<file path="src/rtl/riot_pkg.sv">
package riot_pkg;

   localparam logic [1:0] CMD_READ  = 2'd0;
   localparam logic [1:0] CMD_WRITE = 2'd1;
   localparam logic [1:0] CMD_TICK  = 2'd2;

   localparam logic [4:0] OFF_PORT_A  = 5'h00;
   localparam logic [4:0] OFF_PORT_B  = 5'h02;
   localparam logic [4:0] OFF_TIMER   = 5'h04;
   localparam logic [4:0] OFF_TIM1T   = 5'h14;
   localparam logic [4:0] OFF_TIM1024 = 5'h17;

   localparam logic [1:0] SEL_DIV1    = 2'd0;
   localparam logic [1:0] SEL_DIV8    = 2'd1;
   localparam logic [1:0] SEL_DIV64   = 2'd2;
   localparam logic [1:0] SEL_DIV1024 = 2'd3;

   localparam logic [7:0] TIMER_RESET = 8'hFF;

   typedef struct packed {
      logic capture;
      logic execute;
   } ctrl_type;

   function automatic logic [3:0] period_shift(input logic [1:0] sel);
      logic [3:0] sh;
      case (sel)
         SEL_DIV1:  sh = 4'd0;
         SEL_DIV8:  sh = 4'd3;
         SEL_DIV64: sh = 4'd6;
         default:   sh = 4'd10;
      endcase
      return sh;
   endfunction

endpackage

</file>
<file path="src/rtl/riot_ctrl.sv">
module riot_ctrl (
   input  logic               clock,
   input  logic               reset,
   input  logic               req_valid,
   output logic               req_ready,
   output logic               rsp_valid,
   input  logic               rsp_ready,
   output riot_pkg::ctrl_type ctrl
);

   typedef enum logic [1:0] {
      S_IDLE,
      S_EXEC,
      S_RESP
   } state_type;

   state_type state_ff;
   logic      rsp_valid_ff;

   assign req_ready    = (state_ff == S_IDLE) || ((state_ff == S_RESP) && rsp_ready);
   assign rsp_valid    = rsp_valid_ff;
   assign ctrl.capture = req_valid && req_ready;
   assign ctrl.execute = (state_ff == S_EXEC);

   always_ff @(posedge clock) begin
      if (reset) begin
         state_ff     <= S_IDLE;
         rsp_valid_ff <= 1'b0;
      end else begin
         case (state_ff)
            S_IDLE: begin
               if (req_valid) begin
                  state_ff <= S_EXEC;
               end
            end
            S_EXEC: begin
               state_ff     <= S_RESP;
               rsp_valid_ff <= 1'b1;
            end
            S_RESP: begin
               if (rsp_ready) begin
                  rsp_valid_ff <= 1'b0;
                  state_ff     <= req_valid ? S_EXEC : S_IDLE;
               end
            end
            default: begin
               state_ff     <= S_IDLE;
               rsp_valid_ff <= 1'b0;
            end
         endcase
      end
   end

   a_valid_in_resp: assert property (@(posedge clock) disable iff (reset)
      rsp_valid == (state_ff == S_RESP))
      else $error("rsp_valid out of step with state");

   a_capture_execs: assert property (@(posedge clock) disable iff (reset)
      ctrl.capture |=> ctrl.execute)
      else $error("captured request not executed next cycle");

   a_no_capture_in_exec: assert property (@(posedge clock) disable iff (reset)
      !(ctrl.execute && req_ready))
      else $error("request accepted during execute");

   a_resp_held: assert property (@(posedge clock) disable iff (reset)
      (rsp_valid && !rsp_ready) |=> rsp_valid)
      else $error("response dropped while stalled");

endmodule

</file>
<file path="src/rtl/riot_dp.sv">
module riot_dp #(
   parameter int RAM_BYTES = 128
) (
   input  logic               clock,
   input  logic               reset,
   input  riot_pkg::ctrl_type ctrl,
   input  logic [1:0]         req_command,
   input  logic [9:0]         req_address,
   input  logic [7:0]         req_write_data,
   input  logic [7:0]         req_tick_cycles,
   input  logic [7:0]         req_port_a_pins,
   input  logic [7:0]         req_port_b_pins,
   output logic [7:0]         rsp_read_data
);

   localparam int IDX_W   = (RAM_BYTES > 1) ? $clog2(RAM_BYTES) : 1;
   localparam int VALID_N = (RAM_BYTES < 128) ? RAM_BYTES : 128;
   localparam int VIDX_W  = (VALID_N > 1) ? $clog2(VALID_N) : 1;
   localparam logic [9:0] RAM_BYTES_W = 10'(RAM_BYTES);

   logic [7:0]       mem [RAM_BYTES];
   logic [VALID_N-1:0] valid_ff;

   logic [1:0]       cmd_ff;
   logic [9:0]       addr_ff;
   logic [7:0]       wdata_ff;
   logic [7:0]       cycles_ff;
   logic [7:0]       pa_ff;
   logic [7:0]       pb_ff;
   logic [IDX_W-1:0] idx_ff;
   logic [7:0]       ram_q_ff;
   logic             ram_v_ff;

   logic [7:0]       timer_ff;
   logic [1:0]       sel_ff;
   logic [9:0]       acc_ff;
   logic [7:0]       rdata_ff;

   logic [9:0]       fold;
   logic [IDX_W-1:0] idx_in;
   logic [4:0]       off;
   logic [3:0]       sh;
   logic [10:0]      acc_sum;
   logic [10:0]      periods;
   logic [9:0]       acc_in;
   logic [7:0]       timer_in;
   logic [7:0]       rdata_in;
   logic             ram_wr;
   logic             tim_wr;

   // reduce the 7-bit RAM address by subtracting RAM_BYTES up to 8 times (modulo RAM_BYTES when RAM_BYTES >= 15)
   always_comb begin
      fold = {3'b000, req_address[6:0]};
      for (int i = 0; i < 8; i++) begin
         if (fold >= RAM_BYTES_W) begin
            fold = fold - RAM_BYTES_W;
         end
      end
      idx_in = fold[IDX_W-1:0];
   end

   always_ff @(posedge clock) begin
      if (ctrl.capture) begin
         cmd_ff    <= req_command;
         addr_ff   <= req_address;
         wdata_ff  <= req_write_data;
         cycles_ff <= req_tick_cycles;
         pa_ff     <= req_port_a_pins;
         pb_ff     <= req_port_b_pins;
         idx_ff    <= idx_in;
         ram_q_ff  <= mem[idx_in];
         ram_v_ff  <= valid_ff[idx_in[VIDX_W-1:0]];
      end
   end

   assign off    = addr_ff[4:0];
   assign ram_wr = ctrl.execute && (cmd_ff == riot_pkg::CMD_WRITE) && !addr_ff[9];
   assign tim_wr = ctrl.execute && (cmd_ff == riot_pkg::CMD_WRITE) && addr_ff[9]
                   && (off >= riot_pkg::OFF_TIM1T) && (off <= riot_pkg::OFF_TIM1024);

   always_ff @(posedge clock) begin
      if (ram_wr) begin
         mem[idx_ff] <= wdata_ff;
      end
   end

   always_ff @(posedge clock) begin
      if (reset) begin
         valid_ff <= '0;
      end else if (ram_wr) begin
         valid_ff[idx_ff[VIDX_W-1:0]] <= 1'b1;
      end
   end

   // tick: add elapsed cycles, drain whole prescale periods
   always_comb begin
      sh       = riot_pkg::period_shift(sel_ff);
      acc_sum  = {1'b0, acc_ff} + {3'b000, cycles_ff};
      periods  = acc_sum >> sh;
      acc_in   = acc_sum[9:0] & 10'((11'd1 << sh) - 11'd1);
      if (periods >= {3'b000, timer_ff}) begin
         timer_in = 8'd0;
      end else begin
         timer_in = timer_ff - periods[7:0];
      end
   end

   always_ff @(posedge clock) begin
      if (reset) begin
         timer_ff <= riot_pkg::TIMER_RESET;
         sel_ff   <= riot_pkg::SEL_DIV1024;
         acc_ff   <= '0;
      end else if (tim_wr) begin
         timer_ff <= wdata_ff;
         sel_ff   <= off[1:0];
         acc_ff   <= '0;
      end else if (ctrl.execute && (cmd_ff == riot_pkg::CMD_TICK)) begin
         timer_ff <= timer_in;
         acc_ff   <= acc_in;
      end
   end

   always_comb begin
      rdata_in = 8'd0;
      if (cmd_ff == riot_pkg::CMD_READ) begin
         if (!addr_ff[9]) begin
            rdata_in = ram_v_ff ? ram_q_ff : 8'd0;
         end else begin
            case (off)
               riot_pkg::OFF_PORT_A: rdata_in = pa_ff;
               riot_pkg::OFF_PORT_B: rdata_in = pb_ff;
               riot_pkg::OFF_TIMER:  rdata_in = timer_ff;
               default:              rdata_in = 8'd0;
            endcase
         end
      end
   end

   always_ff @(posedge clock) begin
      if (ctrl.execute) begin
         rdata_ff <= rdata_in;
      end
   end

   assign rsp_read_data = rdata_ff;

endmodule

</file>
<file path="src/rtl/riot_ram_and_interval_timer_unit.sv">
// Channel   Direction  Handshake              Payload
// req_      in         req_valid / req_ready  command, address, write_data,
//                                             tick_cycles, port_a_pins, port_b_pins
// rsp_      out        rsp_valid / rsp_ready  read_data
//
// A request passes from acceptance through the execute state to the response: the RAM read port
// registers in the accept cycle, execute updates RAM/timer and the result register.
// A new request is accepted in the cycle the previous response is taken; none is
// accepted while a request executes, even with rsp_ready held high.
// Reset is synchronous; the scratch RAM reads as zero until written (valid bits).
// A stalled response holds its data and blocks further requests.
module riot_ram_and_interval_timer_unit #(
   parameter int RAM_BYTES = 128
) (
   input  logic       clock,
   input  logic       reset,
   input  logic       req_valid,
   output logic       req_ready,
   input  logic [1:0] req_command,
   input  logic [9:0] req_address,
   input  logic [7:0] req_write_data,
   input  logic [7:0] req_tick_cycles,
   input  logic [7:0] req_port_a_pins,
   input  logic [7:0] req_port_b_pins,
   output logic       rsp_valid,
   input  logic       rsp_ready,
   output logic [7:0] rsp_read_data
);

   riot_pkg::ctrl_type ctrl;

   riot_ctrl u_ctrl (
      .clock     (clock),
      .reset     (reset),
      .req_valid (req_valid),
      .req_ready (req_ready),
      .rsp_valid (rsp_valid),
      .rsp_ready (rsp_ready),
      .ctrl      (ctrl)
   );

   riot_dp #(
      .RAM_BYTES (RAM_BYTES)
   ) u_dp (
      .clock           (clock),
      .reset           (reset),
      .ctrl            (ctrl),
      .req_command     (req_command),
      .req_address     (req_address),
      .req_write_data  (req_write_data),
      .req_tick_cycles (req_tick_cycles),
      .req_port_a_pins (req_port_a_pins),
      .req_port_b_pins (req_port_b_pins),
      .rsp_read_data   (rsp_read_data)
   );

endmodule
</file>
<file path="config.mk">
export PLATFORM = sky130hd
export DESIGN_NAME = riot_ram_and_interval_timer_unit
export DESIGN_NICKNAME = d
export VERILOG_FILES = /design/src/rtl/riot_pkg.sv /design/src/rtl/riot_ctrl.sv /design/src/rtl/riot_dp.sv /design/src/rtl/riot_ram_and_interval_timer_unit.sv
export SDC_FILE = /design/constraint.sdc
export NUM_CORES = 1
export LEC_CHECK = 0
export BUFFER_PORTS_ARGS = -buffer_cell sky130_fd_sc_hd__buf_2
export CAP_MARGIN = 20
export CORE_AREA = 2 2 376 378
export CTS_CLUSTER_DIAMETER = 50
export CTS_CLUSTER_SIZE = 12
export DETAILED_ROUTE_END_ITERATION = 6
export DIE_AREA = 0 0 378 380
export PLACE_DENSITY = 0.6
export SKIP_CTS_REPAIR_TIMING = 1
export SYNTH_ARGS = -nofsm -noshare
export SYNTH_HDL_FRONTEND = slang
export SYNTH_HIERARCHICAL = 1
export SYNTH_SLANG_ARGS = --single-unit
</file>
<file path="constraint.sdc">
create_clock -name clock -period 7.5 [get_ports clock]
set_input_delay 1.5 -clock clock [delete_from_list [all_inputs] [get_ports clock]]
set_output_delay 1.5 -clock clock [all_outputs]
set_load 0.05 [all_outputs]
</file>
=== Yosys cells after proc, flatten, opt, wreduce, memory -nomap -nowiden ===
Memory sizes are Yosys's and may differ from the RTL's. A register that Yosys moved wholly into a read port is not among the register bits.
Cells that the tools add are included.

* Register bits after elaboration: 211
* Bits in latches: 0
* Bits in writable memories: 1024
* Memory bits (read-only): 0
* Bits of input ports: 48
* Output and inout bits: 10
* Word-level logic and storage cells: 78
* Memories kept: 1

{| class="wikitable"
|+ Memory list
! memory !! words !! bits a word !! rd ports !! clocked after Yosys merged registers in !! write ports !! RTL line !! RTL
|-
| u_dp.mem || 128 || 8 || 1 || 1 || 1 || riot_dp.sv:21 || <nowiki>logic [7:0] mem [RAM_BYTES];</nowiki>
|}

* Add/sub/neg operators: 3
* Multipliers: 0
* Div/mod/pow operators: 0
* Magnitude comparators: 6
* Equality and inequality tests: 10
* Shifts and indexed selects: 2
* Muxes and demuxes: 19
* Bitwise logic cells: 3
* Reduce and logical (&&, ||, !) cells: 19

{| class="wikitable"
|+ Operators with widths
! operator !! number
|-
| OR 128 bit || 1
|-
| 2-to-1 mux 8 bit || 5
|-
| case mux 8 bit (3 select lines) || 1
|-
| less-than comparator 7 x 8 -> 1 bit (second input constant) || 2
|-
| case mux 4 bit (3 select lines) || 1
|-
| adder 10 x 8 -> 11 bit || 1
|-
| greater-or-equal comparator 11 x 8 -> 1 bit || 1
|-
| >> shifter 11 x 4 -> 11 bit || 1
|-
| bitwise AND 10 bit || 1
|-
| left shift 1 x 4 -> 10 bit (first input constant) || 1
|-
| subtractor 10 x 1 -> 10 bit (second input constant) || 1
|-
| logical AND 1 bit || 9
|-
| subtractor 8 bit || 1
|-
| binary-select mux 1 bit (select 7 bit) || 1
|-
| demux 1 bit (select 7 bit) || 1
|-
| greater-or-equal comparator 7 x 1 -> 1 bit (second input constant) || 1
|-
| == test 2 x 1 -> 1 bit (second input constant) || 3
|-
| == test 2 bit (second input constant) || 3
|-
| zero test 2 bit || 3
|-
| 2-to-1 mux 1 bit || 6
|-
| case mux 2 bit (3 select lines) || 1
|-
| == test 5 x 2 -> 1 bit (second input constant) || 1
|-
| == test 5 x 3 -> 1 bit (second input constant) || 1
|-
| greater-or-equal comparator 5 bit (second input constant) || 1
|-
| 11 further kinds || 14
|}

=== Logic depth before layout (Yosys ltp) ===
* Depth after elaboration: 7
* Depth in mapped cells: 17
* Mapped depth without buffers: 16

=== Hierarchy ===
Netlist, hierarchy kept.

{| class="wikitable"
|+ Modules (own cells, without submodules)
! module !! times used !! cells each !! area each (µm²) !! seq. area each (µm²)
|-
| riot_dp || 1 || 2670 || 48520.3 || 35484.0
|-
| riot_ctrl || 1 || 13 || 140.1 || 60.1
|}

=== Worst setup path before layout ===
Ideal clock, no wire load.

* Kind: input -> register
* Start point: input rsp_ready
* End point: register u_dp.addr_ff[0], enable pin
* Setup time: 0.533 ns
* Data arrival time: 5.280 ns
* Required time: 6.967 ns
* Slack: 1.687 ns
* Cell stages on the path: 2
* Path buffers: 0
* Cells stage by stage: nor2b_4 > nor3b_1

{| class="wikitable"
|+ RTL lines
! what !! RTL line !! RTL
|-
| start, declared || riot_ram_and_interval_timer_unit.sv:26 || <nowiki>input logic rsp_ready,</nowiki>
|-
| end signal, assigned || riot_dp.sv:65 || <nowiki>addr_ff <= req_address;</nowiki>
|-
| end, declared || riot_dp.sv:25 || <nowiki>logic [9:0] addr_ff;</nowiki>
|}

=== Final worst setup path ===
* Start point: register u_dp.cycles_ff[0]
* End point: register u_dp.timer_ff[7]

* Cells in the longest elaborated chain, start to end: 6

{| class="wikitable"
|+ RTL lines
! what !! RTL line !! RTL
|-
| start, declared || riot_dp.sv:27 || <nowiki>logic [7:0] cycles_ff;</nowiki>
|-
| start signal, assigned || riot_dp.sv:67 || <nowiki>cycles_ff <= req_tick_cycles;</nowiki>
|-
| adder 10 x 8 -> 11 bit * || riot_dp.sv:98 || <nowiki>acc_sum = {1'b0, acc_ff} + {3'b000, cycles_ff};</nowiki>
|-
| >> shifter 11 x 4 -> 11 bit * || riot_dp.sv:99 || <nowiki>periods = acc_sum >> sh;</nowiki>
|-
| greater-or-equal comparator 11 x 8 -> 1 bit / subtractor 8 bit (equally long branches) || riot_dp.sv:101, riot_dp.sv:104 ||
|-
| 2-to-1 mux 8 bit * || riot_dp.sv:101 || <nowiki>if (periods >= {3'b000, timer_ff}) begin</nowiki>
|-
| 2-to-1 mux 8 bit * || riot_dp.sv:117 || <nowiki>end else if (ctrl.execute && (cmd_ff == riot_pkg::CMD_TICK)) begin</nowiki>
|-
| 2-to-1 mux 8 bit * || riot_dp.sv:113 || <nowiki>end else if (tim_wr) begin</nowiki>
|-
| end signal, assigned || riot_dp.sv:110 || <nowiki>timer_ff <= riot_pkg::TIMER_RESET;</nowiki>
|-
| end signal, assigned || riot_dp.sv:114 || <nowiki>timer_ff <= wdata_ff;</nowiki>
|-
| end signal, assigned || riot_dp.sv:118 || <nowiki>timer_ff <= timer_in;</nowiki>
|-
| end, declared || riot_dp.sv:34 || <nowiki>logic [7:0] timer_ff;</nowiki>
|}

Mark *: on every way between the ends. The rest lies on a longest branch, timed or not. The select of a mux whose other input is x is not followed.
A chain may end at the register's enable or synchronous reset.

==> metrics.txt <==
R2R Setup Slk=~3 ns; Crit path max-delay family=compound AO/OA/AOI/OAI gates; Total Power=~14 mW; Post-Route WL=~110,000 um; Slew HR=27.8%; Final Hold Viols=0; Worst Hold Class=flip-flop to flip-flop; routed wire length per instance=~24 um; Slowest-stage cell, CP=fa_1; vias in the first global route=25,100; Die Span Y=around 380 um; Power Density=between 200 and 300 nW/um^2; H-tree levels=4; TritonCTS clock tree=built; layout cells sized above 1=between 20% and 30%; Leakage=about 17 nW; CP startpoint kind=flip-flop; synth cell count leaders=edfxtp_1, nor2_1, mux4_2; first-pass GRT wire length=167,000 um; ys async rst share=0%; Worst EP arrival=5.24 ns; CTS Buf Count=132; Critical Path, Cell by Cell=ha_1 > fa_1 > a21oi_1 > o221a_2 > xnor2_1 > mux2_2 > mux2i_1 > o221ai_1 > ha_1 > nand2b_1 > a211oi_1 > o21ai_0 > a211o_1 > a31o_2 > o21ai_0; Core Rows=around 140; Finished Cell Area=about 55,000 sq um; area of placed instances=about 50,000 sq um; Register Area=approximately 36,000 sq um; Post-Syn Area=between 40,000 and 50,000 sq um; FILL cells=approximately 13,000; Synth cell types=75; RR Startpoint=u_dp/cycles_ff[0]; Nets=~2,800; max-cap violation count=0; CP Launch Point=u_dp/cycles_ff[0]; Sink Count=between 1,000 and 1,500; Syn Nets=2,761; Slew @ Worst Pin=between 1 and 1.5 ns; register area share after synthesis=73.0%; grt ovf=0; area of the multi-input gates=12,400 sq um; number of I/O port buffers=55; Crit path buffers/inverters=0; DRC=0; vias=around 25,000; Ys Warns=6; Tcrit/Tclk final=about three fifths; Worst-path clk slew=roughly 0.06 ns; hold_sp=u_dp/valid_ff[94]; Area Overhead vs Synth=13.5%; worst skew pair latency=0.74 ns; TNS Setup=0 ns; Final Slew Violations=0; EDFF count, synth=1,083; initial antenna violation count=4; total track usage=between 10% and 20%; die area=around 140,000 sq um; Most used DFF post-synth=edfxtp_1; #FFs+latches synth=about 1,200; CP required=roughly 8.2 ns; status=finished, final reports clean; dpl hpwl=~68,000 um; Post-Layout Cell Count=4,759; achievable frequency=approximately 220 MHz; Core Area=139,000 sq um; die width=between 300 and 400 um; placed cells=4,510; top-count cell post-synth=edfxtp_1; Routed Antenna Nets=0; post-layout util=about two fifths; top-area cell type share of the netlist area=between 60% and 70%; Synth area leader=edfxtp_1; nature of the critical path endpoint=flip-flop; Peak VDD IR=0.000239 V; gpl congestion=~0.80; vias per inst=~5.3; final setup skew=0.0370 ns; Largest stage delay, worst path=0.48 ns; post-route minimum period=4.58 ns; critical path class=flip-flop to flip-flop; drt first pass iters=6; Max clock buf depth=3; pin count of the biggest net entering global routing=about 110; Starting Density=a little over a third; syn avg cell area=between 15 and 20 sq um; Max FO, Critical Path=8; Synth Instances=roughly 2,700; top post-synthesis cells by area=edfxtp_1, mux4_2, dfxtp_1; final setup violation count=0; Initial DRC Count=around 2,700; I/O pin count=58; RSZ-0062 raised after global routing=no; clock root cell=clkbuf_16
==> metrics by stage <==
stage	setup WS, ns	hold WS [ns]
4_1_cts	2.90	0.467
6_report	2.92	0.467
3_3_place_gp	2.50	0.444
2_1_floorplan	1.69	0.435
3_5_place_dp	2.49	0.454
5_1_grt	2.64	0.484
==> final cells by class <==
type	count	share of cell area (%)
well taps	1876	4.25
clock inverters	34	0.704
multi-input cells	1275	22.4
diodes	3	0.0136
inverters	22	0.149
flip-flops and latches	1234	64.3
repair buffers	106	1.41
clock buffers	209	6.75
==> state kept, by name, indices dropped and copies added, names as in the netlist <==
signal and flops:
u_dp/mem 1024, u_dp/cmd_ff 2, u_dp/rsp_read_data 8, u_ctrl/rsp_valid 1
u_dp/ram_v_ff 1, u_dp/ram_q_ff 8, u_dp/addr_ff 8, u_dp/pb_ff 8
u_dp/pa_ff 8, u_dp/wdata_ff 8, u_dp/valid_ff 128, u_dp/acc_ff 10
u_ctrl/state_ff 2, u_dp/cycles_ff 8, u_dp/sel_ff 2, u_dp/timer_ff 8
==> cells by family (layout without fill, tap and decap cells) <==
family / Yosys count / in the layout / share of synthesized area (%)
flops: 1234 / 1234 / 73.0
buf+inv: 174 / 371 / 1.59
compound gates: 309 / 309 / 4.72
xor+xnor: 10 / 10 / 0.180
mux: 350 / 350 / 14.6
fa+ha+maj: 30 / 30 / 0.802
other cells: 0 / 3 / 0
simple gates: 576 / 576 / 5.02
==> tightest hold or removal path, stage by stage (launching register included) <==
cell	delay, ns
dfxtp_1	0.32
nor2_1	0.04
nor2_1	0.07
==> final timing paths <==
check                           end  cells past startpoint
hold / removal    u_dp/valid_ff[94]                      2
setup reg to reg   u_dp/timer_ff[7]                     15
setup / recovery   u_dp/timer_ff[7]                     15
hold reg to reg   u_dp/valid_ff[94]                      2
==> where the power goes <==
group / internal, mW / switching (mW)
Clock: 3.58 / 2.62
Sequential: 7.51 / 0.0219
Combinational: 0.230 / 0.456
==> cells in the final DEF (no fill, tap or decap), types with 15 or more instances in the layout <==
| cell | netlist | final |
|---|---|---|
| clkbuf_1 | 83 | 67 |
| buf_4 | 3 | 46 |
| nor2_1 | 398 | 397 |
| mux2i_1 | 58 | 58 |
| a22oi_1 | 56 | 56 |
| nand2_1 | 63 | 63 |
| a21o_1 | 15 | 15 |
| buf_2 | 38 | 51 |
| nand3_1 | 29 | 29 |
| o21ai_0 | 21 | 21 |
| inv_1 | 22 | 22 |
| ha_1 | 28 | 28 |
| a221oi_1 | 20 | 20 |
| a22o_1 | 19 | 19 |
| nor3_1 | 30 | 30 |
| dfxtp_1 | 151 | 151 |
| clkbuf_16 | 0 | 135 |
| edfxtp_1 | 1083 | 1083 |
| o221ai_1 | 20 | 20 |
| mux4_2 | 289 | 289 |
| a21oi_1 | 67 | 67 |
==> routing by layer <==
layer | vias up | track usage [%] | part of all wire (%)
met1 | 13100 | 22.2 | 44
li1 | 11000 | - | -
met4 | 2 | 5.24 | 2.8
met2 | 760 | 24.7 | 47
met3 | 187 | 2.71 | 6.0
met5 | - | 0 | 0.0061
Note: power is estimated with default switching activity, not from simulation.
